`src/rtl/utf8d_pkg.sv`:
```
// Shared types, constants and helper functions for the UTF-8 stream decoder.
// Used by utf8d_decode, utf8d_resq and utf8_stream_decoder; depends on nothing.
package utf8d_pkg;

    // Longest sequence the decoder accepts by default (legal range 4 to 6).
    localparam int MAX_SEQ_BYTES_DEF = 6;

    // Depth of the result queue; room for two results is needed per byte.
    localparam int RESQ_DEPTH = 4;

    localparam int CP_W    = 31;
    localparam int LEN_W   = 3;
    localparam int STAT_W  = 3;

    // Result status codes.
    typedef enum logic [STAT_W-1:0] {
        ST_OK       = 3'd0,
        ST_SHORT    = 3'd1,
        ST_ILLEGAL  = 3'd2,
        ST_BADCONT  = 3'd3,
        ST_OVERLONG = 3'd4
    } t_status;

    // One result item.
    typedef struct packed {
        logic [CP_W-1:0]  codepoint;
        logic [LEN_W-1:0] seq_bytes;
        t_status          status;
        logic             final_result;
    } t_result;

    // Results produced by one accepted byte, handed to the result queue.
    typedef struct packed {
        logic [1:0] cnt;
        t_result    res0;
        t_result    res1;
    } t_push;

    // Lead byte classification: length 0 means not a lead byte.
    typedef struct packed {
        logic [LEN_W-1:0] len;
        logic [6:0]       payload;
    } t_lead;

    // Classifies a byte as a lead byte and extracts its payload bits.
    function automatic t_lead lead_decode(input logic [7:0] b);
        t_lead l;
        l.len     = 3'd0;
        l.payload = 7'd0;
        priority if (b[7] == 1'b0) begin
            l.len     = 3'd1;
            l.payload = b[6:0];
        end else if ((b & 8'he0) == 8'hc0) begin
            l.len     = 3'd2;
            l.payload = {2'b00, b[4:0]};
        end else if ((b & 8'hf0) == 8'he0) begin
            l.len     = 3'd3;
            l.payload = {3'b000, b[3:0]};
        end else if ((b & 8'hf8) == 8'hf0) begin
            l.len     = 3'd4;
            l.payload = {4'b0000, b[2:0]};
        end else if ((b & 8'hfc) == 8'hf8) begin
            l.len     = 3'd5;
            l.payload = {5'b00000, b[1:0]};
        end else if ((b & 8'hfe) == 8'hfc) begin
            l.len     = 3'd6;
            l.payload = {6'b000000, b[0]};
        end else begin
            l.len     = 3'd0;
            l.payload = 7'd0;
        end
        return l;
    endfunction

    // Smallest legal value for a sequence of the given length.
    function automatic logic [CP_W-1:0] min_value(input logic [LEN_W-1:0] len);
        logic [CP_W-1:0] v;
        unique case (len)
            3'd2:    v = 31'h80;
            3'd3:    v = 31'h800;
            3'd4:    v = 31'h10000;
            3'd5:    v = 31'h200000;
            3'd6:    v = 31'h4000000;
            default: v = '0;
        endcase
        return v;
    endfunction

endpackage

```
`src/rtl/utf8d_decode.sv`:
```
// Sequence state registers and the single-pass byte decode logic.
// Depends on utf8d_pkg for the result types, lead decoding and minimum values.
module utf8d_decode #(
    parameter int MAX_SEQ_BYTES = utf8d_pkg::MAX_SEQ_BYTES_DEF
) (
    input  logic                i_clk,
    input  logic                i_rst_n,
    input  logic                i_accept,
    input  logic [7:0]          i_data_byte,
    input  logic                i_end_of_string,
    output utf8d_pkg::t_push    o_push
);

    logic [utf8d_pkg::CP_W-1:0]  r_acc,   n_acc;
    logic [utf8d_pkg::LEN_W-1:0] r_left,  n_left;
    logic [utf8d_pkg::LEN_W-1:0] r_total, n_total;

    utf8d_pkg::t_lead            lead;
    utf8d_pkg::t_result          lead_res;
    logic                        lead_has;
    logic [utf8d_pkg::CP_W-1:0]  lead_acc;
    logic [utf8d_pkg::LEN_W-1:0] lead_left;
    logic [utf8d_pkg::LEN_W-1:0] lead_total;

    logic [utf8d_pkg::CP_W-1:0]  cont_acc;
    logic [utf8d_pkg::LEN_W-1:0] cont_left;
    logic                        is_cont;

    utf8d_pkg::t_push            push;

    // Decode the byte as the first byte of a new sequence.
    always_comb begin
        lead       = utf8d_pkg::lead_decode(i_data_byte);
        lead_res   = '{codepoint: '0, seq_bytes: '0,
                       status: utf8d_pkg::ST_OK, final_result: 1'b0};
        lead_has   = 1'b1;
        lead_acc   = '0;
        lead_left  = '0;
        lead_total = '0;
        priority if (lead.len == 3'd1) begin
            lead_res.codepoint = {24'd0, i_data_byte[6:0]};
            lead_res.seq_bytes = 3'd1;
        end else if (lead.len == 3'd0 || int'(lead.len) > MAX_SEQ_BYTES) begin
            lead_res.status = utf8d_pkg::ST_ILLEGAL;
        end else if (i_end_of_string) begin
            lead_res.status = utf8d_pkg::ST_SHORT;
        end else begin
            // Start a multi-byte sequence; no result yet.
            lead_has   = 1'b0;
            lead_acc   = {24'd0, lead.payload};
            lead_total = lead.len;
            lead_left  = lead.len - 3'd1;
        end
    end

    // Continuation path: shift in six payload bits.
    assign is_cont   = (i_data_byte[7:6] == 2'b10);
    assign cont_acc  = {r_acc[utf8d_pkg::CP_W-7:0], i_data_byte[5:0]};
    assign cont_left = r_left - 3'd1;

    // Select the outcome for the current state and byte.
    always_comb begin
        push     = '0;
        n_acc    = r_acc;
        n_left   = r_left;
        n_total  = r_total;
        priority if (r_left == '0) begin
            push.cnt  = {1'b0, lead_has};
            push.res0 = lead_res;
            n_acc     = lead_acc;
            n_left    = lead_left;
            n_total   = lead_total;
        end else if (is_cont) begin
            if (cont_left == '0) begin
                // Sequence complete: check for an overlong form.
                push.cnt = 2'd1;
                if (cont_acc < utf8d_pkg::min_value(r_total)) begin
                    push.res0.status = utf8d_pkg::ST_OVERLONG;
                end else begin
                    push.res0.codepoint = cont_acc;
                    push.res0.seq_bytes = r_total;
                    push.res0.status    = utf8d_pkg::ST_OK;
                end
                n_acc   = '0;
                n_left  = '0;
                n_total = '0;
            end else if (i_end_of_string) begin
                push.cnt         = 2'd1;
                push.res0.status = utf8d_pkg::ST_SHORT;
                n_acc            = '0;
                n_left           = '0;
                n_total          = '0;
            end else begin
                n_acc  = cont_acc;
                n_left = cont_left;
            end
        end else begin
            // Broken sequence: report it, then decode the byte as a lead.
            push.res0.status = utf8d_pkg::ST_BADCONT;
            push.res1        = lead_res;
            push.cnt         = lead_has ? 2'd2 : 2'd1;
            n_acc            = lead_acc;
            n_left           = lead_left;
            n_total          = lead_total;
        end
        // Mark the last result of the end-of-string byte.
        if (i_end_of_string) begin
            if (push.cnt == 2'd2) begin
                push.res1.final_result = 1'b1;
            end else begin
                push.res0.final_result = 1'b1;
            end
        end
    end

    assign o_push = push;

    // Sequence state advances on each accepted transfer.
    always_ff @(posedge i_clk) begin
        if (!i_rst_n) begin
            r_acc   <= '0;
            r_left  <= '0;
            r_total <= '0;
        end else if (i_accept) begin
            r_acc   <= n_acc;
            r_left  <= n_left;
            r_total <= n_total;
        end
    end

    // An idle decoder holds no partial value or length.
    a_idle_clean: assert property (@(posedge i_clk) disable iff (!i_rst_n)
        (r_left == '0) |-> (r_total == '0 && r_acc == '0))
        else $error("idle decoder holds stale sequence state");

    // Bytes still expected are always fewer than the sequence length.
    a_left_lt_total: assert property (@(posedge i_clk) disable iff (!i_rst_n)
        (r_left != '0) |-> (r_left < r_total && int'(r_total) <= MAX_SEQ_BYTES))
        else $error("bytes left inconsistent with sequence length");

    // An end-of-string byte always yields at least one result.
    a_eos_result: assert property (@(posedge i_clk) disable iff (!i_rst_n)
        (i_accept && i_end_of_string) |-> (push.cnt != 2'd0))
        else $error("end-of-string byte produced no result");

endmodule

```
`src/rtl/utf8d_resq.sv`:
```
// Result queue: stores up to RESQ_DEPTH results, takes up to two per cycle while o_room is high, gives one.
// Depends on utf8d_pkg for the result and push types.
module utf8d_resq (
    input  logic                i_clk,
    input  logic                i_rst_n,
    input  logic                i_accept,
    input  utf8d_pkg::t_push    i_push,
    output logic                o_room,
    output logic                o_valid,
    input  logic                i_ready,
    output utf8d_pkg::t_result  o_result
);

    localparam int DEPTH = utf8d_pkg::RESQ_DEPTH;
    localparam int PTR_W = $clog2(DEPTH);
    localparam int CNT_W = $clog2(DEPTH + 1);

    utf8d_pkg::t_result  r_mem [DEPTH];
    logic [PTR_W-1:0]    r_wr_ptr, n_wr_ptr;
    logic [PTR_W-1:0]    r_rd_ptr, n_rd_ptr;
    logic [CNT_W-1:0]    r_count,  n_count;
    logic [PTR_W-1:0]    wr_ptr_b;
    logic [1:0]          push_cnt;
    logic                pop;

    // Room for the two results a single byte may cause.
    assign o_room   = (r_count <= CNT_W'(DEPTH - 2));
    assign o_valid  = (r_count != '0);
    assign o_result = r_mem[r_rd_ptr];

    assign push_cnt = i_accept ? i_push.cnt : 2'd0;
    assign pop      = o_valid && i_ready;
    assign wr_ptr_b = r_wr_ptr + PTR_W'(1);

    // Pointer and occupancy update.
    always_comb begin
        n_wr_ptr = r_wr_ptr + PTR_W'(push_cnt);
        n_rd_ptr = r_rd_ptr + PTR_W'(pop);
        n_count  = r_count + CNT_W'(push_cnt) - CNT_W'(pop);
    end

    always_ff @(posedge i_clk) begin
        if (!i_rst_n) begin
            r_wr_ptr <= '0;
            r_rd_ptr <= '0;
            r_count  <= '0;
        end else begin
            r_wr_ptr <= n_wr_ptr;
            r_rd_ptr <= n_rd_ptr;
            r_count  <= n_count;
        end
    end

    // Result storage, written at up to two consecutive entries.
    always_ff @(posedge i_clk) begin
        if (push_cnt != 2'd0) begin
            r_mem[r_wr_ptr] <= i_push.res0;
        end
        if (push_cnt == 2'd2) begin
            r_mem[wr_ptr_b] <= i_push.res1;
        end
    end

    // Occupancy never exceeds the queue depth.
    a_no_overflow: assert property (@(posedge i_clk) disable iff (!i_rst_n)
        r_count <= CNT_W'(DEPTH))
        else $error("result queue overflow");

    // Bytes are only taken while two entries are free.
    a_push_room: assert property (@(posedge i_clk) disable iff (!i_rst_n)
        (push_cnt != 2'd0) |-> o_room)
        else $error("results pushed without room");

    // Occupancy tracks pushes and pops exactly.
    a_count_track: assert property (@(posedge i_clk) disable iff (!i_rst_n)
        $past(i_rst_n) |->
        (r_count == $past(r_count) + CNT_W'($past(push_cnt)) - CNT_W'($past(pop))))
        else $error("result queue occupancy mismatch");

endmodule

```
`src/rtl/utf8_stream_decoder.sv`:
```
// Top level of the UTF-8 stream decoder (1 to 6 byte legacy forms).
// Depends on utf8d_pkg, utf8d_decode and utf8d_resq.
//
//  Channel  | Direction | Handshake          | Payload
//  ---------+-----------+--------------------+----------------------------------------
//  byte in  | input     | i_valid / o_ready  | i_data_byte, i_end_of_string
//  result   | output    | o_valid / i_ready  | o_codepoint, o_seq_bytes, o_status,
//           |           |                    | o_final_result
//
// One byte is taken per cycle while o_ready is high; each byte is decoded in the cycle
// it is transferred and its results are written into the result queue.
// A broken sequence can give two results for one byte; the single output port then
// sets the long-run rate to one result per cycle while i_ready is high.
// o_ready is high while the four-entry result queue has two free entries, so a
// stalled output side holds up the input only once fewer than two entries are free.
// Reset (synchronous, active low) clears the sequence state and empties the queue.
module utf8_stream_decoder #(
    parameter int MAX_SEQ_BYTES = utf8d_pkg::MAX_SEQ_BYTES_DEF
) (
    input  logic        i_clk,
    input  logic        i_rst_n,
    input  logic        i_valid,
    output logic        o_ready,
    input  logic [7:0]  i_data_byte,
    input  logic        i_end_of_string,
    output logic        o_valid,
    input  logic        i_ready,
    output logic [30:0] o_codepoint,
    output logic [2:0]  o_seq_bytes,
    output logic [2:0]  o_status,
    output logic        o_final_result
);

    logic               accept;
    logic               room;
    utf8d_pkg::t_push   push;
    utf8d_pkg::t_result result;

    // Input transfer.
    assign o_ready = room;
    assign accept  = i_valid && room;

    // Byte decode and sequence state.
    utf8d_decode #(
        .MAX_SEQ_BYTES (MAX_SEQ_BYTES)
    ) u_decode (
        .i_clk           (i_clk),
        .i_rst_n         (i_rst_n),
        .i_accept        (accept),
        .i_data_byte     (i_data_byte),
        .i_end_of_string (i_end_of_string),
        .o_push          (push)
    );

    // Results wait here until the output transfer.
    utf8d_resq u_resq (
        .i_clk    (i_clk),
        .i_rst_n  (i_rst_n),
        .i_accept (accept),
        .i_push   (push),
        .o_room   (room),
        .o_valid  (o_valid),
        .i_ready  (i_ready),
        .o_result (result)
    );

    // Output fields.
    assign o_codepoint    = result.codepoint;
    assign o_seq_bytes    = result.seq_bytes;
    assign o_status       = result.status;
    assign o_final_result = result.final_result;

endmodule

```
`config.mk`:
```
export PLATFORM = sky130hd
export DESIGN_NAME = utf8_stream_decoder
export DESIGN_NICKNAME = d
export VERILOG_FILES = /design/src/rtl/utf8d_pkg.sv /design/src/rtl/utf8d_decode.sv /design/src/rtl/utf8d_resq.sv /design/src/rtl/utf8_stream_decoder.sv
export SDC_FILE = /design/constraint.sdc
export NUM_CORES = 1
export LEC_CHECK = 0
export ABC_AREA = 1
export BUFFER_PORTS_ARGS = -buffer_cell sky130_fd_sc_hd__buf_2
export CAP_MARGIN = 20
export CORE_MARGIN = 2
export CORE_UTILIZATION = 55
export DETAILED_ROUTE_END_ITERATION = 8
export PLACE_DENSITY_LB_ADDON = 0.05
export SETUP_SLACK_MARGIN = 0.4
export SLEW_MARGIN = 20
export SYNTH_ARGS = -nofsm -noshare
export SYNTH_HDL_FRONTEND = slang
export SYNTH_SLANG_ARGS = --single-unit
```
`constraint.sdc`:
```
create_clock -name i_clk -period 2.22 [get_ports i_clk]
set_input_delay 0.111 -clock i_clk [delete_from_list [all_inputs] [get_ports i_clk]]
set_output_delay 0.111 -clock i_clk [all_outputs]
set_load 0.02 [all_outputs]
```
==> results of run 1 <==
[synthesized netlist by cell type (all sizes together) (4+ instances only)]
cell type	count	area, um2
nor2	229	882
nand2	205	797
buf	46	343
nand3	151	788
inv	86	323
o22ai	58	363
edfxtp	44	1320
nand4	11	83.8
a21oi	124	621
nor3	4	20.0
ha	15	188
dfxtp	146	2920
o21ai	131	656
a31oi	4	25.0
a211oi	12	90.1
clkbuf	54	203
[registers in the layout, summed over array words and instances, names as in the netlist]
signal / count
u_decode.r_left: 3
u_resq.r_mem: 152
u_resq.r_wr_ptr: 2
u_resq.r_rd_ptr: 2
u_decode.r_total: 3
u_decode.r_acc: 25
u_resq.r_count: 3
[power by group]
| part | leakage, uW | internal [uW] | switching, uW |
|---|---|---|---|
| logic | 0.00403 | 4280 | 5950 |
| clock network | 0.000296 | 1740 | 1430 |
| registers | 0.00158 | 4720 | 701 |
| total | 0.00590 | 10700 | 8080 |
[routing by layer]
metal  routed length, um  vias up  share of wire
li1                    -     4850              -
met1               13400     4946           0.38
met2               16800      697           0.47
met3                3420      166          0.096
met4                1780        0          0.050
met5                   0        -              0
[cell type report]
class                      instances  share of cell area
sequential                       190               0.309
clock buffer                      21              0.0334
tap                              225              0.0204
timing repair buffer             226               0.172
timing repair inverter             1            0.000635
clock inverter                    11             0.00943
multi-input combinational        963               0.429
inverter                          87              0.0262
[through the flow]
step	setup slack (ns)	cells	cell area, um2	utilization	total power, uW
3_3_place_gp	-0.0618	1616	11100	0.642	12700
6_report	-0.0861	1724	13800	0.795	18800
5_1_grt	-0.139	1724	13800	0.795	19700
2_1_floorplan	0.0597	1337	10200	-	10600
4_1_cts	0.0945	1702	13200	0.759	17700
3_5_place_dp	-0.105	1616	11100	0.642	12800
[worst max-delay path by stage]
| stage | start | end | slack, ns | depth (start not counted) |
|---|---|---|---|---|
| floorplan | u_decode.r_left[0] | u_resq.r_count[1] | 0.06 | 16 |
| global placement | i_data_byte[4] | u_resq.r_count[1] | -0.06 | 15 |
| detailed placement | u_decode.r_total[1] | u_resq.r_mem[2][20] | -0.10 | 13 |
| CTS | u_decode.r_total[0] | u_resq.r_mem[3][34] | 0.09 | 14 |
| global route | u_decode.r_total[2] | u_resq.r_mem[2][34] | -0.14 | 15 |
| finish | u_decode.r_total[0] | u_resq.r_mem[0][11] | -0.09 | 13 |
[worst max-delay path: stages, from the launching register on]
cell	delay, ns
sky130_fd_sc_hd__dfxtp_4	0.38
sky130_fd_sc_hd__inv_4	0.07
sky130_fd_sc_hd__nand3_4	0.07
sky130_fd_sc_hd__ha_4	0.25
sky130_fd_sc_hd__a21o_1	0.20
sky130_fd_sc_hd__o21ai_1	0.17
sky130_fd_sc_hd__nand2_1	0.10
sky130_fd_sc_hd__nand2_2	0.10
sky130_fd_sc_hd__nand3_4	0.14
sky130_fd_sc_hd__nand2_4	0.17
sky130_fd_sc_hd__nand2_8	0.10
sky130_fd_sc_hd__nand2_4	0.11
sky130_fd_sc_hd__o21ai_1	0.07
sky130_fd_sc_hd__and2_1	0.14
[cells by family (layout without fill, tap and decap cells)]
logic type,count (synthesis),after routing,synth area share
adders and majority gates,16,16,0.0213
xor gates and xnor gates,4,4,0.00359
AOI/OAI and AO/OA,336,336,0.185
buffers and inverters,187,346,0.0893
DFF,190,190,0.435
and+or+nand+nor,604,607,0.266
[timing repair]
action                     CTS  global route
gates resized for setup    165           118
setup buffers               40            17
pin swaps                   64            30
hold buffers                 1             0
hold endpoints to repair     1             0
gates cloned                13             5
setup endpoints to repair  240           241
==> run_summary.xml, run 1 <==
<?xml version="1.0" encoding="UTF-8"?>
<metrics>
  <group name="run_status">
    <metric name="status" unit="">finished, violations left</metric>
    <metric name="violations" unit="">negative setup slack</metric>
  </group>
  <group name="setup_path">
    <metric name="timing.critical_path.arrival" unit="ns">2.51</metric>
    <metric name="timing.reg2reg.setup_slack" unit="ns">-0.09</metric>
    <metric name="worstRegToRegCells" unit="">13</metric>
    <metric name="critical_path.endpoint_type" unit="">flip-flop</metric>
    <metric name="reg2reg_to" unit="">u_resq.r_mem[0][11]</metric>
    <metric name="timing.critical_path.required" unit="ns">2.42</metric>
    <metric name="worstSetupPathType" unit="">reg -&gt; reg</metric>
    <metric name="critical_path_peak_fanout" unit="">6</metric>
    <metric name="worst_r2r_startpoint" unit="">u_decode.r_total[0]</metric>
    <metric name="category_of_the_worst_setup_path_launch_point" unit="">flip-flop</metric>
  </group>
  <group name="global_route">
    <metric name="grt_first_pass_wirelength" unit="mm">51.3</metric>
    <metric name="globalRouteOverflowTotal" unit="">0</metric>
    <metric name="globalRouteMet2Util" unit="">0.583</metric>
    <metric name="via_count_of_the_first_global_routing_pass" unit="">9686</metric>
    <metric name="track_usage" unit="">0.354</metric>
    <metric name="grt.met3_usage" unit="">0.0699</metric>
    <metric name="maximum_number_of_pins_on_one_net_before_global_route_repair" unit="">56</metric>
    <metric name="grt_most_used_layer" unit="">met2</metric>
    <metric name="use_met1" unit="">0.448</metric>
    <metric name="grt_antenna_before_repair" unit="">0</metric>
  </group>
  <group name="cells_and_area">
    <metric name="n_antenna_cell" unit="">0</metric>
    <metric name="fillers" unit="">1073</metric>
    <metric name="area_of_the_multi_input_gates" unit="um2">5920</metric>
    <metric name="finish.net_count" unit="">1515</metric>
    <metric name="most_frequent_cells_in_the_layout" unit="">sky130_fd_sc_hd__nor2_1 (209), sky130_fd_sc_hd__nand2_1 (167), sky130_fd_sc_hd__dfxtp_1 (139)</metric>
    <metric name="final_common_cell" unit="">sky130_fd_sc_hd__nor2_1</metric>
    <metric name="fraction_of_final_layout_cells_sized_beyond_drive_strength_1" unit="">0.333</metric>
    <metric name="area.sequential" unit="um2">4260</metric>
    <metric name="area_growth" unit="%">41.3</metric>
  </group>
  <group name="logic_synthesis">
    <metric name="sequential_to_total_area_share_from_yosys_stat" unit="">0.435</metric>
    <metric name="synth_area_per_cell" unit="um2">7.30</metric>
    <metric name="async_flop_share" unit="">0</metric>
    <metric name="synth_ff_type" unit="">sky130_fd_sc_hd__dfxtp_1</metric>
    <metric name="yosys_warnings" unit="">0</metric>
    <metric name="synth_seq_cells" unit="">190</metric>
    <metric name="synth_cells" unit="">1337</metric>
    <metric name="synth.cell_area" unit="um2">9770</metric>
    <metric name="synth_cell_type_count" unit="">41</metric>
    <metric name="synth_enable_flop_cells" unit="">44</metric>
    <metric name="synthesized_netlist_net_count" unit="">1366</metric>
  </group>
  <group name="clock_tree">
    <metric name="clk_root_buffer_cell" unit="">sky130_fd_sc_hd__clkbuf_16</metric>
    <metric name="tritoncts_clock_tree" unit="">yes</metric>
    <metric name="cts.reportedPaths.clkPinSlew" unit="ns">0.07</metric>
    <metric name="cts-root-to-sink-buffers" unit="">2</metric>
    <metric name="tritoncts.num_buffers" unit="">17</metric>
    <metric name="htree_levels" unit="">4</metric>
    <metric name="clkLatencyLatePin" unit="ns">0.44</metric>
    <metric name="cts_num_sinks" unit="">190</metric>
  </group>
  <group name="placement">
    <metric name="port_buffers" unit="">52</metric>
    <metric name="post-dp-hpwl" unit="mm">18.4</metric>
    <metric name="place_congestion" unit="">0.900</metric>
  </group>
  <group name="detailed_routing">
    <metric name="dr_pass1_iterations" unit="">6</metric>
    <metric name="routed_wire_length_per_instance" unit="um">20.5</metric>
    <metric name="detail-route-antenna-nets" unit="">0</metric>
    <metric name="post_drt_via_cell_ratio" unit="">6.18</metric>
    <metric name="routed_wirelength" unit="mm">35.4</metric>
    <metric name="via_count" unit="">10700</metric>
    <metric name="detailedRoute.firstIterationViolations" unit="">1308</metric>
    <metric name="remaining_drc_errors" unit="">0</metric>
  </group>
  <group name="timing">
    <metric name="final-hold-violation-count" unit="">0</metric>
    <metric name="final-setup-viol-count" unit="">20</metric>
    <metric name="clock-skew-final" unit="ns">0.0105</metric>
    <metric name="finalHoldWorstSlack" unit="ns">0.112</metric>
    <metric name="slew_headroom" unit="">0.519</metric>
    <metric name="timing.fmax" unit="GHz">0.434</metric>
    <metric name="layout_worst_path_cycle_share" unit="">1.04</metric>
    <metric name="totalNegativeSetupSlack" unit="ns">-0.528</metric>
    <metric name="finalCriticalPeriod" unit="ns">2.31</metric>
    <metric name="unrepaired_setup_endpoints_after_global_routing" unit="">true</metric>
    <metric name="tightestPinTransition" unit="ns">0.718</metric>
    <metric name="final_critical_path_setup_slack" unit="ns">-0.0861</metric>
    <metric name="pins_over_their_slew_limit" unit="">0</metric>
  </group>
  <group name="min_path">
    <metric name="timing.hold.worst.class" unit="">in -&gt; reg</metric>
    <metric name="hold_path_startpoint" unit="">i_data_byte[6]</metric>
    <metric name="hold-path-endpoint" unit="">u_decode.r_acc[4]</metric>
    <metric name="whs_path_depth" unit="">5</metric>
  </group>
  <group name="die">
    <metric name="floorplan.initialDensity" unit="">0.563</metric>
    <metric name="die_area" unit="um2">18800</metric>
    <metric name="rows" unit="">48</metric>
    <metric name="die_height" unit="um">137</metric>
    <metric name="floorplan_core_area" unit="um2">17400</metric>
    <metric name="dieWidth" unit="um">137</metric>
    <metric name="i_o_pin_total" unit="">53</metric>
  </group>
  <group name="job">
    <metric name="timing.max_cap.violations" unit="">0</metric>
  </group>
  <group name="pwr">
    <metric name="p_leak" unit="uW">0.00590</metric>
    <metric name="max-vdd-ir-drop" unit="mV">0.846</metric>
    <metric name="power-per-cell-area" unit="nW/um2">1360</metric>
  </group>
</metrics>
No activity file was read; power rests on OpenSTA's default activity.
==> inputs of run 2 (changes only) <==
--- a/config.mk
+++ b/config.mk
@@ -5,7 +5,6 @@
 export SDC_FILE = /design/constraint.sdc
 export NUM_CORES = 1
 export LEC_CHECK = 0
-export ABC_AREA = 1
 export BUFFER_PORTS_ARGS = -buffer_cell sky130_fd_sc_hd__buf_2
 export CAP_MARGIN = 20
 export CORE_MARGIN = 2
==> run 2 against run 1 <==
The flow still finishes with violations (negative setup slack). Sequential power decreased by 28%. Fmax decreased by 10%. Routed wire length decreased by 22%. Synthesized cell count decreased by 46%. Die area decreased by 14%. Critical endpoint is now u_resq.r_mem[2][10]. Combinational power decreased by 56%. Cell count decreased by 34%.
==> run_summary.xml, run 2 <==
<?xml version="1.0" encoding="UTF-8"?>
<metrics>
  <group name="timing">
    <metric name="clock-skew-final" unit="ns">0.0119</metric>
    <metric name="slew_headroom" unit="">0.519</metric>
    <metric name="finalCriticalPeriod" unit="ns">2.56</metric>
    <metric name="pins_over_their_slew_limit" unit="">0</metric>
    <metric name="timing.fmax" unit="GHz">0.390</metric>
    <metric name="final-hold-violation-count" unit="">0</metric>
    <metric name="final-setup-viol-count" unit="">215</metric>
    <metric name="layout_worst_path_cycle_share" unit="">1.15</metric>
    <metric name="unrepaired_setup_endpoints_after_global_routing" unit="">true</metric>
    <metric name="tightestPinTransition" unit="ns">0.722</metric>
    <metric name="final_critical_path_setup_slack" unit="ns">-0.341</metric>
  </group>
  <group name="cells_and_area">
    <metric name="max_flop_register" unit="">u_resq.r_mem</metric>
    <metric name="final_common_cell" unit="">sky130_fd_sc_hd__dfxtp_1</metric>
    <metric name="area_growth" unit="%">51.2</metric>
    <metric name="largestRegisters" unit="">u_resq.r_mem: 152 flops, u_decode.r_acc: 25 flops</metric>
    <metric name="most_frequent_cells_in_the_layout" unit="">sky130_fd_sc_hd__dfxtp_1 (139), sky130_fd_sc_hd__buf_4 (115), sky130_fd_sc_hd__a22o_1 (101)</metric>
    <metric name="fraction_of_final_layout_cells_sized_beyond_drive_strength_1" unit="">0.502</metric>
    <metric name="largest_register_ffs" unit="">152</metric>
    <metric name="n_antenna_cell" unit="">0</metric>
    <metric name="finish.net_count" unit="">974</metric>
    <metric name="layout.cell_area.non_filler" unit="um2">12700</metric>
  </group>
  <group name="run_status">
    <metric name="violations" unit="">negative setup slack</metric>
    <metric name="status" unit="">finished, violations left</metric>
  </group>
  <group name="setup_path">
    <metric name="reg2reg_to" unit="">u_resq.r_mem[2][10]</metric>
    <metric name="timing.critical_path.required" unit="ns">2.42</metric>
    <metric name="slowest_stage" unit="">sky130_fd_sc_hd__or4_4</metric>
    <metric name="timing.reg2reg.setup_slack" unit="ns">-0.34</metric>
    <metric name="worst_r2r_startpoint" unit="">u_decode.r_total[2]</metric>
    <metric name="category_of_the_worst_setup_path_launch_point" unit="">flip-flop</metric>
    <metric name="timing.critical_path.arrival" unit="ns">2.77</metric>
    <metric name="critical_path_peak_fanout" unit="">6</metric>
    <metric name="cpPeakStageDelay" unit="ns">0.45</metric>
    <metric name="worstSetupPathType" unit="">reg -&gt; reg</metric>
    <metric name="critical_path.endpoint_type" unit="">flip-flop</metric>
    <metric name="worstRegToRegCells" unit="">11</metric>
    <metric name="cp_cell_sequence" unit="">buf_6 &gt; nand3b_1 &gt; ha_2 &gt; or4_4 &gt; o211ai_1 &gt; o211ai_2 &gt; buf_6 &gt; a21oi_4 &gt; buf_12 &gt; o21ai_4 &gt; and2_4</metric>
    <metric name="cell_with_the_most_instances_on_the_worst_path" unit="">sky130_fd_sc_hd__buf_6</metric>
  </group>
  <group name="clock_tree">
    <metric name="clk_root_buffer_cell" unit="">sky130_fd_sc_hd__clkbuf_16</metric>
    <metric name="cts-root-to-sink-buffers" unit="">2</metric>
    <metric name="tritoncts.num_buffers" unit="">17</metric>
    <metric name="tritoncts_clock_tree" unit="">yes</metric>
    <metric name="clkLatencyLatePin" unit="ns">0.44</metric>
    <metric name="cts.reportedPaths.clkPinSlew" unit="ns">0.08</metric>
    <metric name="cts_num_sinks" unit="">190</metric>
    <metric name="cts_hold_buffers" unit="">0</metric>
    <metric name="htree_levels" unit="">4</metric>
  </group>
  <group name="pwr">
    <metric name="p_leak" unit="uW">0.00490</metric>
    <metric name="share_comb_of_total_power" unit="">0.385</metric>
    <metric name="power-per-cell-area" unit="nW/um2">908</metric>
    <metric name="netSwitchingFraction" unit="">0.338</metric>
    <metric name="switchingPower" unit="uW">3890</metric>
    <metric name="share_seq_of_total_power" unit="">0.339</metric>
    <metric name="pwr-share-clk" unit="">0.276</metric>
    <metric name="intPower" unit="uW">7620</metric>
    <metric name="max-vdd-ir-drop" unit="mV">0.777</metric>
  </group>
  <group name="detailed_routing">
    <metric name="detailedRoute.firstIterationViolations" unit="">747</metric>
    <metric name="remaining_drc_errors" unit="">0</metric>
    <metric name="routed_wirelength" unit="mm">27.7</metric>
    <metric name="routed_wire_length_per_instance" unit="um">24.2</metric>
    <metric name="via_count" unit="">7340</metric>
    <metric name="post_drt_via_cell_ratio" unit="">6.40</metric>
    <metric name="dr_pass1_iterations" unit="">5</metric>
    <metric name="detail-route-antenna-nets" unit="">0</metric>
  </group>
  <group name="logic_synthesis">
    <metric name="synth_enable_flop_cells" unit="">44</metric>
    <metric name="synthSimpleGateAreaFrac" unit="">0.125</metric>
    <metric name="muxShareOfSynthArea" unit="">0.107</metric>
    <metric name="synth_cell_type_count" unit="">72</metric>
    <metric name="synth_top_area_frac" unit="">0.349</metric>
    <metric name="sequential_to_total_area_share_from_yosys_stat" unit="">0.506</metric>
    <metric name="post_synth_xor_area_fraction" unit="">0.00627</metric>
    <metric name="synthTopCellsByCount" unit="">sky130_fd_sc_hd__dfxtp_1 (146), sky130_fd_sc_hd__a22o_1 (101), sky130_fd_sc_hd__nand2_1 (68)</metric>
    <metric name="synth_area_per_cell" unit="um2">11.6</metric>
    <metric name="synth.most_common_cell" unit="">sky130_fd_sc_hd__dfxtp_1</metric>
    <metric name="synth.cell_area" unit="um2">8380</metric>
    <metric name="synth_seq_cells" unit="">190</metric>
    <metric name="yosys.area_share.adder" unit="">0.0248</metric>
    <metric name="synthDominantAreaCellType" unit="">sky130_fd_sc_hd__dfxtp_1</metric>
    <metric name="dominant_combinational_cell_family_by_area_after_synthesis" unit="">compound AO/OA/AOI/OAI gates</metric>
    <metric name="synth_top_cells_by_area" unit="">sky130_fd_sc_hd__dfxtp_1 (35%), sky130_fd_sc_hd__edfxtp_1 (16%), sky130_fd_sc_hd__a22o_1 (11%)</metric>
    <metric name="share_of_the_synthesized_area_in_compound_gates_ao_oa_aoi_oai" unit="">0.188</metric>
    <metric name="yosys_warnings" unit="">0</metric>
    <metric name="async_flop_share" unit="">0</metric>
    <metric name="synth_ff_type" unit="">sky130_fd_sc_hd__dfxtp_1</metric>
    <metric name="synth_cells" unit="">725</metric>
    <metric name="synthesized_netlist_net_count" unit="">754</metric>
  </group>
  <group name="placement">
    <metric name="placedInstanceArea" unit="um2">9940</metric>
    <metric name="preCtsSetupSlack" unit="ns">-0.485</metric>
    <metric name="post-dp-hpwl" unit="mm">15.6</metric>
    <metric name="port_buffers" unit="">52</metric>
    <metric name="place_congestion" unit="">0.954</metric>
  </group>
  <group name="min_path">
    <metric name="whs_path_depth" unit="">3</metric>
    <metric name="hold_path_startpoint" unit="">i_data_byte[0]</metric>
    <metric name="timing.hold.worst.class" unit="">in -&gt; reg</metric>
    <metric name="hold-path-endpoint" unit="">u_decode.r_acc[0]</metric>
  </group>
  <group name="global_route">
    <metric name="grt_antenna_before_repair" unit="">0</metric>
    <metric name="grt_first_pass_wirelength" unit="mm">39.9</metric>
    <metric name="maximum_number_of_pins_on_one_net_before_global_route_repair" unit="">32</metric>
    <metric name="track_usage" unit="">0.324</metric>
    <metric name="globalRouteOverflowTotal" unit="">0</metric>
    <metric name="via_count_of_the_first_global_routing_pass" unit="">7176</metric>
  </group>
  <group name="die">
    <metric name="i_o_pin_total" unit="">53</metric>
    <metric name="die_area" unit="um2">16200</metric>
    <metric name="floorplan.initialDensity" unit="">0.557</metric>
    <metric name="floorplan_core_area" unit="um2">15000</metric>
    <metric name="die_height" unit="um">127</metric>
    <metric name="rows" unit="">45</metric>
    <metric name="dieWidth" unit="um">127</metric>
  </group>
  <group name="job">
    <metric name="timing.max_cap.violations" unit="">0</metric>
  </group>
</metrics>
run 2: cell count changes after synthesis, sizes merged, moves of 32 or more:
cell / change
a21oi: -90
a22o: +101
and2: +37
clkbuf: -32
inv: -65
mux4: +38
nand2: -134
nand3: -143
nor2: -203
o21ai: -114
o22ai: -46
run 2: power by group through the flow:
stage / combinational (uW) / clock, uW / sequential (uW)
2_1_floorplan: 1760 / 0 / 3910
3_3_place_gp: 2710 / 0 / 3920
3_5_place_dp: 2750 / 0 / 3930
4_1_cts: 3650 / 3170 / 3890
5_1_grt: 4630 / 3340 / 3910
6_report: 4440 / 3180 / 3900
run 2: layout make-up:
cell class	instances	area, um2
tap	188	235
sequential	190	4260
inverter	21	101
multi-input combinational	465	4750
timing repair buffer	250	2720
clock buffer	17	425
clock inverter	15	183
fill	764	2360
run 2: worst max path at each step:
stage               slack, ns                   to           startpoint  cells after the start
global placement        -0.40    u_resq.r_count[2]       i_data_byte[3]                     16
CTS                     -0.28   u_resq.r_mem[0][7]  u_decode.r_total[2]                      9
finish                  -0.34  u_resq.r_mem[2][10]  u_decode.r_total[2]                     11
global route            -0.40   u_resq.r_mem[2][7]  u_decode.r_total[2]                     11
floorplan               -0.35    u_resq.r_count[2]       i_data_byte[4]                     15
detailed placement      -0.48    u_resq.r_count[1]       i_data_byte[3]                     14
run 2: what timing repair did:
action                                 4_1_cts  5_1_grt
endpoints found under the hold margin        0        0
gates cloned                                10        7
setup endpoints to repair                  267      267
resized for setup                          168      132
buffers inserted                            32       22
pin swaps                                   32       36
run 2: per-layer routing:
layer / track usage / share of wire
met1: 0.438 / 0.41
met4: 0.126 / 0.033
met5: 0 / 0
met2: 0.524 / 0.49
met3: 0.0553 / 0.063
run 2: metrics by stage:
stage	hold WS [ns]	total power, uW	TNS, ns	instances	util
3_3_place_gp	0.440	6630	-52.59	1043	0.662
2_1_floorplan	0.278	5670	-27.83	725	-
5_1_grt	0.0262	11900	-53.53	1146	0.843
3_5_place_dp	0.451	6690	-61.86	1043	0.662
6_report	0.0280	11500	-39.39	1146	0.843
4_1_cts	0.0220	10700	-30.91	1117	0.782
run 2: critical path: cells and delay by family (launching register included):
| kind | cells | cell delay, ns |
|---|---|---|
| buf+inv | 3 | 0.41 |
| fa+ha+maj | 1 | 0.18 |
| compound gates | 4 | 0.60 |
| flops | 1 | 0.35 |
| simple gates | 3 | 0.77 |
run 2: cells by family after synthesis:
logic type | count (synthesis)
AO/OA/AOI/OAI | 202
AND/OR/NAND/NOR | 196
flip-flops | 190
buffers and inverters | 73
multiplexers | 42
adder cells (fa/ha/maj) | 16
XOR/XNOR | 6
==> inputs of run 3 (changes only) <==
--- a/config.mk
+++ b/config.mk
@@ -11,7 +11,10 @@
 export CORE_UTILIZATION = 55
 export DETAILED_ROUTE_END_ITERATION = 8
 export PLACE_DENSITY_LB_ADDON = 0.05
+export RECOVER_POWER = 25
+export REMOVE_ABC_BUFFERS = 1
 export SETUP_SLACK_MARGIN = 0.4
+export SKIP_LAST_GASP = 1
 export SLEW_MARGIN = 20
 export SYNTH_ARGS = -nofsm -noshare
 export SYNTH_HDL_FRONTEND = slang
==> run 3 against run 2 <==
The flow still finishes with violations (negative setup slack). Critical endpoint is now u_resq.r_mem[1][8]. Die area unchanged. Core utilization increased by 0.59 points. First-iteration DRC count increased by 13%.
==> run_summary.xml, run 3 (synthesis gave the netlist of run 2 again) <==
<?xml version="1.0" encoding="UTF-8"?>
<metrics>
  <group name="run_status">
    <metric name="status" unit="">finished, violations left</metric>
    <metric name="violations" unit="">negative setup slack</metric>
  </group>
  <group name="clock_tree">
    <metric name="cts-root-to-sink-buffers" unit="">2</metric>
    <metric name="tritoncts.num_buffers" unit="">17</metric>
    <metric name="clk_root_buffer_cell" unit="">sky130_fd_sc_hd__clkbuf_16</metric>
    <metric name="cts_num_sinks" unit="">190</metric>
    <metric name="tritoncts_clock_tree" unit="">yes</metric>
    <metric name="cts_hold_buffers" unit="">0</metric>
    <metric name="cts.reportedPaths.clkPinSlew" unit="ns">0.07</metric>
    <metric name="clkLatencyLatePin" unit="ns">0.45</metric>
    <metric name="htree_levels" unit="">4</metric>
  </group>
  <group name="detailed_routing">
    <metric name="routed_wirelength" unit="mm">31.2</metric>
    <metric name="routed_wire_length_per_instance" unit="um">26.5</metric>
    <metric name="detail-route-antenna-nets" unit="">0</metric>
    <metric name="detailedRoute.firstIterationViolations" unit="">846</metric>
    <metric name="via_count" unit="">7791</metric>
    <metric name="remaining_drc_errors" unit="">0</metric>
    <metric name="post_drt_via_cell_ratio" unit="">6.62</metric>
    <metric name="dr_pass1_iterations" unit="">5</metric>
  </group>
  <group name="global_route">
    <metric name="grt_antenna_before_repair" unit="">0</metric>
    <metric name="track_usage" unit="">0.353</metric>
    <metric name="grt_first_pass_wirelength" unit="mm">43.2</metric>
    <metric name="via_count_of_the_first_global_routing_pass" unit="">7643</metric>
    <metric name="globalRouteOverflowTotal" unit="">0</metric>
    <metric name="maximum_number_of_pins_on_one_net_before_global_route_repair" unit="">34</metric>
  </group>
  <group name="die">
    <metric name="rows" unit="">45</metric>
    <metric name="die_area" unit="um2">16200</metric>
    <metric name="die_height" unit="um">127</metric>
    <metric name="dieWidth" unit="um">127</metric>
    <metric name="i_o_pin_total" unit="">53</metric>
    <metric name="floorplan_core_area" unit="um2">15000</metric>
    <metric name="floorplan.initialDensity" unit="">0.557</metric>
  </group>
  <group name="cells_and_area">
    <metric name="largest_register_ffs" unit="">152</metric>
    <metric name="final_common_cell" unit="">sky130_fd_sc_hd__dfxtp_1</metric>
    <metric name="n_antenna_cell" unit="">0</metric>
    <metric name="area_growth" unit="%">52.3</metric>
    <metric name="largestRegisters" unit="">u_resq.r_mem: 152 flops, u_decode.r_acc: 25 flops</metric>
    <metric name="final_cell_count_no_fill" unit="">1177</metric>
    <metric name="most_frequent_cells_in_the_layout" unit="">sky130_fd_sc_hd__dfxtp_1 (140), sky130_fd_sc_hd__buf_4 (125), sky130_fd_sc_hd__a22o_1 (101)</metric>
    <metric name="finish.net_count" unit="">1006</metric>
    <metric name="max_flop_register" unit="">u_resq.r_mem</metric>
    <metric name="fraction_of_final_layout_cells_sized_beyond_drive_strength_1" unit="">0.507</metric>
  </group>
  <group name="timing">
    <metric name="final_critical_path_setup_slack" unit="ns">-0.494</metric>
    <metric name="unrepaired_setup_endpoints_after_global_routing" unit="">true</metric>
    <metric name="final-setup-viol-count" unit="">236</metric>
    <metric name="layout_worst_path_cycle_share" unit="">1.22</metric>
    <metric name="finalCriticalPeriod" unit="ns">2.71</metric>
    <metric name="clock-skew-final" unit="ns">0.0148</metric>
    <metric name="pins_over_their_slew_limit" unit="">0</metric>
    <metric name="tightestPinTransition" unit="ns">0.662</metric>
    <metric name="slew_headroom" unit="">0.558</metric>
    <metric name="timing.fmax" unit="GHz">0.368</metric>
    <metric name="final-hold-violation-count" unit="">0</metric>
    <metric name="finalHoldWorstSlack" unit="ns">0.0187</metric>
  </group>
  <group name="min_path">
    <metric name="timing.hold.worst.class" unit="">in -&gt; reg</metric>
  </group>
  <group name="pwr">
    <metric name="switchingPower" unit="uW">3760</metric>
    <metric name="intPower" unit="uW">7610</metric>
    <metric name="power-per-cell-area" unit="nW/um2">891</metric>
    <metric name="share_seq_of_total_power" unit="">0.346</metric>
    <metric name="finalPower" unit="uW">11400</metric>
    <metric name="netSwitchingFraction" unit="">0.330</metric>
    <metric name="p_leak" unit="uW">0.00506</metric>
    <metric name="pwr-share-clk" unit="">0.268</metric>
    <metric name="share_comb_of_total_power" unit="">0.387</metric>
    <metric name="max-vdd-ir-drop" unit="mV">0.629</metric>
  </group>
  <group name="setup_path">
    <metric name="timing.reg2reg.setup_slack" unit="ns">-0.49</metric>
    <metric name="setup.worst_path.start" unit="">u_decode.r_total[1]</metric>
    <metric name="cpPeakStageDelay" unit="ns">0.48</metric>
    <metric name="slowest_stage" unit="">sky130_fd_sc_hd__or4_4</metric>
    <metric name="critical_path.endpoint_type" unit="">flip-flop</metric>
    <metric name="worst_r2r_startpoint" unit="">u_decode.r_total[1]</metric>
    <metric name="worstSetupPathType" unit="">reg -&gt; reg</metric>
    <metric name="reg2reg_to" unit="">u_resq.r_mem[1][8]</metric>
    <metric name="worstRegToRegCells" unit="">11</metric>
    <metric name="critical_path_depth" unit="">11</metric>
    <metric name="cp_cell_sequence" unit="">buf_6 &gt; nand3b_1 &gt; ha_2 &gt; or4_4 &gt; o211ai_1 &gt; o211ai_2 &gt; buf_6 &gt; a21oi_4 &gt; o21ai_2 &gt; buf_6 &gt; and2_1</metric>
    <metric name="critical_path_peak_fanout" unit="">7</metric>
    <metric name="category_of_the_worst_setup_path_launch_point" unit="">flip-flop</metric>
    <metric name="cell_with_the_most_instances_on_the_worst_path" unit="">sky130_fd_sc_hd__buf_6</metric>
    <metric name="cpLargestDelayFamily" unit="">compound AO/OA/AOI/OAI gates</metric>
    <metric name="cp_num_buf_inv" unit="">3</metric>
    <metric name="crit_path_end" unit="">u_resq.r_mem[1][8]</metric>
    <metric name="timing.critical_path.required" unit="ns">2.43</metric>
    <metric name="timing.critical_path.arrival" unit="ns">2.92</metric>
  </group>
  <group name="placement">
    <metric name="numPlacedInstances" unit="">1053</metric>
    <metric name="post-dp-hpwl" unit="mm">15.4</metric>
    <metric name="port_buffers" unit="">52</metric>
    <metric name="preCtsSetupSlack" unit="ns">-0.652</metric>
    <metric name="place_congestion" unit="">0.961</metric>
  </group>
  <group name="job">
    <metric name="timing.max_cap.violations" unit="">0</metric>
  </group>
</metrics>
==> run 3: changes by cell type in the layout (fill, tap and decap cells not counted), moves of 5 or more <==
cell,change
sky130_fd_sc_hd__and2_1,-12
sky130_fd_sc_hd__and2_4,+11
sky130_fd_sc_hd__buf_4,+10
sky130_fd_sc_hd__buf_2,+9
sky130_fd_sc_hd__buf_6,+8
sky130_fd_sc_hd__buf_16,+6
sky130_fd_sc_hd__clkbuf_1,+5
sky130_fd_sc_hd__nand2_8,-5
==> run 3: area by class of cell <==
type	count	area (um2)
clock inverter	11	131
sequential	190	4250
inverter	21	91.3
timing repair buffer	284	3060
multi-input combinational	463	4560
clock buffer	20	437
tap	188	235
fill	706	2270
==> run 3: timing repair <==
action,CTS,global route
gates resized for setup,186,151
buffers inserted,45,26
cloned,16,6
pin swaps,64,36
setup endpoints to repair,269,264
==> run 3: per-stage QoR <==
step / util / setup TNS [ns] / instance area, um2
2_1_floorplan: - / -104.02 / 8100
3_3_place_gp: 0.653 / -90.00 / 9810
3_5_place_dp: 0.653 / -93.51 / 9810
4_1_cts: 0.792 / -44.53 / 11900
5_1_grt: 0.849 / -88.65 / 12800
6_report: 0.849 / -71.34 / 12800
==> run 3: worst min-delay path by stage <==
stage / from / end / slack, ns / cells after the start
detailed placement: u_resq.r_mem[1][3] / u_resq.r_mem[1][3] / 0.44 / 1
global placement: u_resq.r_mem[3][3] / u_resq.r_mem[3][3] / 0.44 / 1
finish: i_data_byte[0] / u_decode.r_acc[0] / 0.02 / 3
global route: i_data_byte[0] / u_decode.r_acc[0] / 0.03 / 3
CTS: i_data_byte[0] / u_decode.r_acc[0] / 0.01 / 3
floorplan: i_rst_n / u_decode.r_acc[1] / 0.23 / 2
==> run 3: worst reg2reg max path, stage by stage (launching register included) <==
cell and delay [ns]:
sky130_fd_sc_hd__dfxtp_2 0.37, sky130_fd_sc_hd__buf_6 0.15, sky130_fd_sc_hd__nand3b_1 0.10, sky130_fd_sc_hd__ha_2 0.17
sky130_fd_sc_hd__or4_4 0.48, sky130_fd_sc_hd__o211ai_1 0.28, sky130_fd_sc_hd__o211ai_2 0.15, sky130_fd_sc_hd__buf_6 0.15
sky130_fd_sc_hd__a21oi_4 0.23, sky130_fd_sc_hd__o21ai_2 0.12, sky130_fd_sc_hd__buf_6 0.14, sky130_fd_sc_hd__and2_1 0.15
==> run 3: routing by layer <==
layer,up-vias,global-route usage,wire length (um)
li1,3255,-,-
met1,3899,0.468,12200
met2,507,0.565,15000
met3,130,0.0582,2600
met4,0,0.178,1450
met5,-,0,0
==> run 3: power groups by stage <==
| stage | Sequential [uW] | Clock [uW] | Combinational, uW |
|---|---|---|---|
| floorplan | 4050 | 0 | 1320 |
| global placement | 3930 | 0 | 2660 |
| detailed placement | 3940 | 0 | 2700 |
| CTS | 3900 | 3020 | 3700 |
| global route | 3940 | 3180 | 4570 |
| finish | 3930 | 3040 | 4390 |
